## src/sv/msl_pkg.sv

```systemverilog
// ---------------------------------------------------------------------------
// msl_pkg
// Shared types and constants for the midpoint subdivision line plotter.
// ---------------------------------------------------------------------------
package msl_pkg;

  localparam int CANVAS_SIDE = 64;
  localparam int STACK_DEPTH = 8;

  localparam int COORD_W     = 6;
  localparam int ACT_W       = 2;
  localparam int ROW_W       = $clog2(CANVAS_SIDE);
  localparam int TOP_W       = $clog2(STACK_DEPTH + 1);
  localparam int SIDX_W      = $clog2(STACK_DEPTH);

  localparam int IN_TDATA_W  = 24;
  localparam int OUT_TDATA_W = 8;

  localparam logic [ACT_W-1:0] ACT_DRAW  = 2'd0;
  localparam logic [ACT_W-1:0] ACT_READ  = 2'd1;
  localparam logic [ACT_W-1:0] ACT_CLEAR = 2'd2;

  typedef logic [COORD_W-1:0] coord_t;

  typedef struct packed {
    coord_t xa;
    coord_t ya;
    coord_t xb;
    coord_t yb;
  } seg_t;

  typedef struct packed {
    logic   wr;
    logic   clr;
    logic   rd;
    coord_t x;
    coord_t y;
  } canvas_cmd_t;

endpackage

```

## src/sv/msl_seg_unit.sv

```systemverilog
// ---------------------------------------------------------------------------
// msl_seg_unit
// Shared segment unit: leaf test (ends within one step per axis) and the
// truncated midpoint of the current segment.
// ---------------------------------------------------------------------------
module msl_seg_unit
  import msl_pkg::*;
(
  input  seg_t   seg,
  output logic   leaf,
  output coord_t mid_x,
  output coord_t mid_y
);

  logic [COORD_W:0] dx;
  logic [COORD_W:0] dy;
  logic [COORD_W:0] sx;
  logic [COORD_W:0] sy;
  logic             near_x;
  logic             near_y;

  assign dx = {1'b0, seg.xa} - {1'b0, seg.xb};
  assign dy = {1'b0, seg.ya} - {1'b0, seg.yb};
  assign sx = {1'b0, seg.xa} + {1'b0, seg.xb};
  assign sy = {1'b0, seg.ya} + {1'b0, seg.yb};

  // difference of -1, 0 or +1
  assign near_x = (dx == '0) || (dx == (COORD_W+1)'(1)) || (dx == '1);
  assign near_y = (dy == '0) || (dy == (COORD_W+1)'(1)) || (dy == '1);

  assign leaf  = near_x && near_y;
  assign mid_x = sx[COORD_W:1];
  assign mid_y = sy[COORD_W:1];

endmodule

```

## config.mk

```make
export PLATFORM = sky130hd
export DESIGN_NAME = msl_seg_unit
export DESIGN_NICKNAME = d
export VERILOG_FILES = /design/src/sv/msl_pkg.sv /design/src/sv/msl_seg_unit.sv
export SDC_FILE = /design/constraint.sdc
export NUM_CORES = 1
export LEC_CHECK = 0
export BUFFER_PORTS_ARGS = -buffer_cell sky130_fd_sc_hd__buf_2
export CORE_ASPECT_RATIO = 0.75
export CORE_MARGIN = 4
export CORE_UTILIZATION = 57
export DETAILED_ROUTE_END_ITERATION = 7
export GPL_TIMING_DRIVEN = 0
export PLACE_DENSITY = 0.95
export SYNTH_ARGS = -nofsm -noshare
export SYNTH_HDL_FRONTEND = slang
export SYNTH_SLANG_ARGS = --single-unit
```

## constraint.sdc

```tcl
create_clock -name vclk -period 3.5
set_input_delay 0.175 -clock vclk [all_inputs]
set_output_delay 0.175 -clock vclk [all_outputs]
set_load 0.005 [all_outputs]
```

# Yosys cells after proc, flatten, opt, wreduce, memory -nomap -nowiden
# Index checks and enable logic that the tools add are counted.
# W data, S select, Z words.
[word_totals]
reg_bits = 0
latch_bits = 0
mem_bits_rw = 0
romBits = 0
wordCells = 15
n_memories = 0
[op_classes]
add_sub_neg = 4
mul = 0
div = 0
magnitude_cmp = 0
eq_ne = 4
n_shift = 0
mux = 0
bitwise_logic = 0
reduce_logical = 7
[op_table]
columns = ["op", "count"]
rows = [
  ["$add A6 B6 Y7", 2],
  ["$eq A7 B1 Y1 const B", 2],
  ["$eq A7 B7 Y1 const B", 2],
  ["$logic_not A7 Y1", 2],
  ["$sub A6 B6 Y7", 2],
  ["$logic_or A1 B1 Y1", 4],
  ["$logic_and A1 B1 Y1", 1],
]

# Logic depth before layout (Yosys ltp)
[depth]
depth_word = 5
mapped_depth = 9

# Worst setup path before layout
# Ideal clock, no wire load.
[synth_path]
path_type = "input port to output port"
start = "input port seg[12] (netlist name)"
end = "output port leaf"
arrival_time_ns = 1.856
required_time_ns = 3.325
slack_ns = 1.469
stages = 8
path_buffers = 0
path_cell_list = "inv_1 > ha_1 > fa_1 > nand2b_1 > a21oi_1 > a21oi_1 > or4b_1 > a22oi_1"
[synth_between]
elab_chain_len = 5
word_cells_on_any_way = 7
[synth_rtl]
columns = ["item", "line_no", "source"]
rows = [
  ["from (decl)", "msl_seg_unit.sv:9", "input seg_t seg,"],
  ["$sub A6 B6 Y7 (*)", "msl_seg_unit.sv:23", "assign dy = {1'b0, seg.ya} - {1'b0, seg.yb};"],
  ["$eq A7 B1 Y1 / $logic_not A7 Y1 (equally long branches)", "msl_seg_unit.sv:29", "assign near_y = (dy == '0) || (dy == (COORD_W+1)'(1)) || (dy == '1);"],
  ["$logic_or A1 B1 Y1", "msl_seg_unit.sv:29", ""],
  ["$logic_or A1 B1 Y1 (*)", "msl_seg_unit.sv:29", ""],
  ["$logic_and A1 B1 Y1 (*)", "msl_seg_unit.sv:31", "assign leaf = near_x && near_y;"],
  ["to (decl)", "msl_seg_unit.sv:10", "output logic leaf,"],
]
# Mark *: on every way between the ends. The rest lies on a longest branch, timed or not.

# Worst setup path after layout
[layout_path]
start = "input port seg[18] (netlist name)"
end = "output port leaf"
[layout_between]
elab_chain_len = 5
word_cells_on_any_way = 7
[layout_rtl]
columns = ["item", "line_no", "source"]
rows = [
  ["$sub A6 B6 Y7 (*)", "msl_seg_unit.sv:22", "assign dx = {1'b0, seg.xa} - {1'b0, seg.xb};"],
  ["$eq A7 B1 Y1 / $logic_not A7 Y1 (equally long branches)", "msl_seg_unit.sv:28", "assign near_x = (dx == '0) || (dx == (COORD_W+1)'(1)) || (dx == '1);"],
  ["$logic_or A1 B1 Y1", "msl_seg_unit.sv:28", ""],
  ["$logic_or A1 B1 Y1 (*)", "msl_seg_unit.sv:28", ""],
  ["$logic_and A1 B1 Y1 (*)", "msl_seg_unit.sv:31", ""],
]
# Marked as above.

==> metrics <==
min-delay src=seg[23]; post-CTS setup buffer count=0; hold path depth=4; PortBufs=37; arrival time worst endpoint=2.26 ns; syn nets=188; Hold Buf Count CTS=0; Mapped Area=1000 µm²; Routed WL per cell=12.8 µm; Leakage=0.669 nW; Overall Global Routing Usage=20.1%; Die X=56.5 µm; cell count after synthesis=136; data required time of the worst path=3.32 ns; vias per cell=5.47; Seq cells=0; Die H=44.4 µm; clkbuf count=0; area of the core=1580 µm²; post-route cell area=1220 µm²; Area growth syn-to-layout=21.0%; hold worst-path end=mid_x[5]; Starting Density=63.7%; Crit path max-delay family=compound AO/OA/AOI/OAI gates; Hold Vio Cnt, Final=0; critical path type=in -> out; placed inst area=1220 µm²; dpl hpwl=2230 µm; total power=0.000201 W; Final setup viols=0; CP bufs+invs=3; top post-synthesis cells by count=ha_1 (24), inv_1 (24), a21oi_1 (12), nor2_1 (12), o21bai_1 (8); Worst Setup SP=seg[18]; slew margin rel.=76.3%; ranking of synthesized cells by area=ha_1 (30%), inv_1 (9.0%), fa_1 (8.0%); proportion of layout cells with a drive suffix above 1=23.1%; Peak Freq=0.410 GHz; die area=2510 µm²; First-pass DRT Iterations=4; total gr overflow=0; cell mode on critical path=buf_2; I/O pins=37; initial antenna violation count=0; Synth cell types=29; CP endpoint kind=primary output; register area share after synthesis=0%; Setup TNS=0 ns; Rows=12; gpl congestion=0.765; Layout Nets=227; RSZ-0062 raised after global routing=no; vias in the first global route=1032; Yosys top cell by area=ha_1; FF+latch area=0 µm²; Tightest Pin Transition=0.356 ns; first-pass GRT wire length=4200 µm; slowest stage delay, CP=0.43 ns; # DRC=0; vias=1061; Post-Layout Cell Count=194; Worst path slowest cell=a2111o_1; Yosys top cell area share=29.9%; CP max FO=3; max-slew violations=0; Post-Place Cells=194; syn_area_per_cell=7.39 µm²; largest net degree at the start of global routing=9; fill count=119; CTS resizes=0; outcome=complete, no violations; crit path launch type=input pin; Synth warnings=0; CP cell instances=buf_2, inv_1, ha_1, fa_1, nand2b_1, a21oi_1, o211ai_1, a2111o_1, a22oi_1, buf_2; # diodes=0; Final Cycle Share=69.7%; Pwr Density=165 nW/µm²; antenna viol nets, final=0; MaxCap Viol Count=0; Post-Route WL=2490 µm; post-route minimum period=2.44 ns; Hold Path Class=in -> out; Worst VDD drop=113 µV; initial drt markers=24
==> worst max path at each step <==
stage                end  depth (start not counted)
floorplan           leaf                          8
global placement    leaf                          9
detailed placement  leaf                         10
CTS                 leaf                         10
global route        leaf                         10
finish              leaf                         10
==> where the power goes <==
group | leakage, nW | total [W] | internal (W) | switching, W
clock | 0 | 0 | 0 | 0
sequential | 0 | 0 | 0 | 0
combinational | 0.669 | 0.000201 | 0.0000934 | 0.000107
total | 0.669 | 0.000201 | 0.0000934 | 0.000107
==> cell type report <==
| cell class | instances | area [µm²] | share of cell area, % |
|---|---|---|---|
| multi-input cells | 108 | 890 | 73.1 |
| well taps | 21 | 26.3 | 2.16 |
| plain buffers | 4 | 25.0 | 2.06 |
| repair buffers | 37 | 185 | 15.2 |
| inverters | 24 | 90.1 | 7.41 |
==> placed cells by master, fill, tap and decap left out <==
cell type	count
a2111o_1	1
a2111oi_0	1
a21oi_1	12
a221oi_1	2
a22oi_1	1
and2b_1	1
and3_1	2
buf_2	39
buf_6	1
clkbuf_1	1
fa_1	4
ha_1	24
inv_1	24
mux2i_1	2
nand2_1	3
nand2b_1	2
nand3_1	2
nor2_1	12
nor2b_1	3
nor3_1	6
o211ai_1	1
o21a_1	2
o21ai_0	3
o21bai_1	8
o31a_1	2
or3_1	1
or4b_1	1
xnor2_1	5
xor2_1	7
==> routing by layer <==
| layer | vias to the layer above | global-route usage (%) | part of all wire (%) |
|---|---|---|---|
| met3 | 6 | 0.292 | 5.7 |
| met4 | 0 | 4.27 | 1.6 |
| met5 | - | 0 | 0 |
| li1 | 535 | - | - |
| met2 | 40 | 42.2 | 53 |
| met1 | 480 | 22.9 | 40 |
==> metrics by stage <==
stage	hold WS [ns]	setup slack [ns]	utilization [%]
3_5_place_dp	0.767	1.09	77.1
2_1_floorplan	0.564	1.47	-
6_report	0.765	1.06	77.1
4_1_cts	0.771	1.08	77.1
5_1_grt	0.807	0.976	77.1
3_3_place_gp	0.758	1.16	77.1
==> cells by family after synthesis <==
kind of cell / count (synthesis) / share of synthesized area [%]
adder cells (fa/ha/maj): 28 / 37.9
buffers and inverters: 28 / 11.5
multiplexers: 2 / 1.99
XOR/XNOR: 12 / 10.5
AND/OR/NAND/NOR: 33 / 16.3
AO/OA/AOI/OAI: 33 / 21.9
No activity file was read; power rests on OpenSTA's default activity.
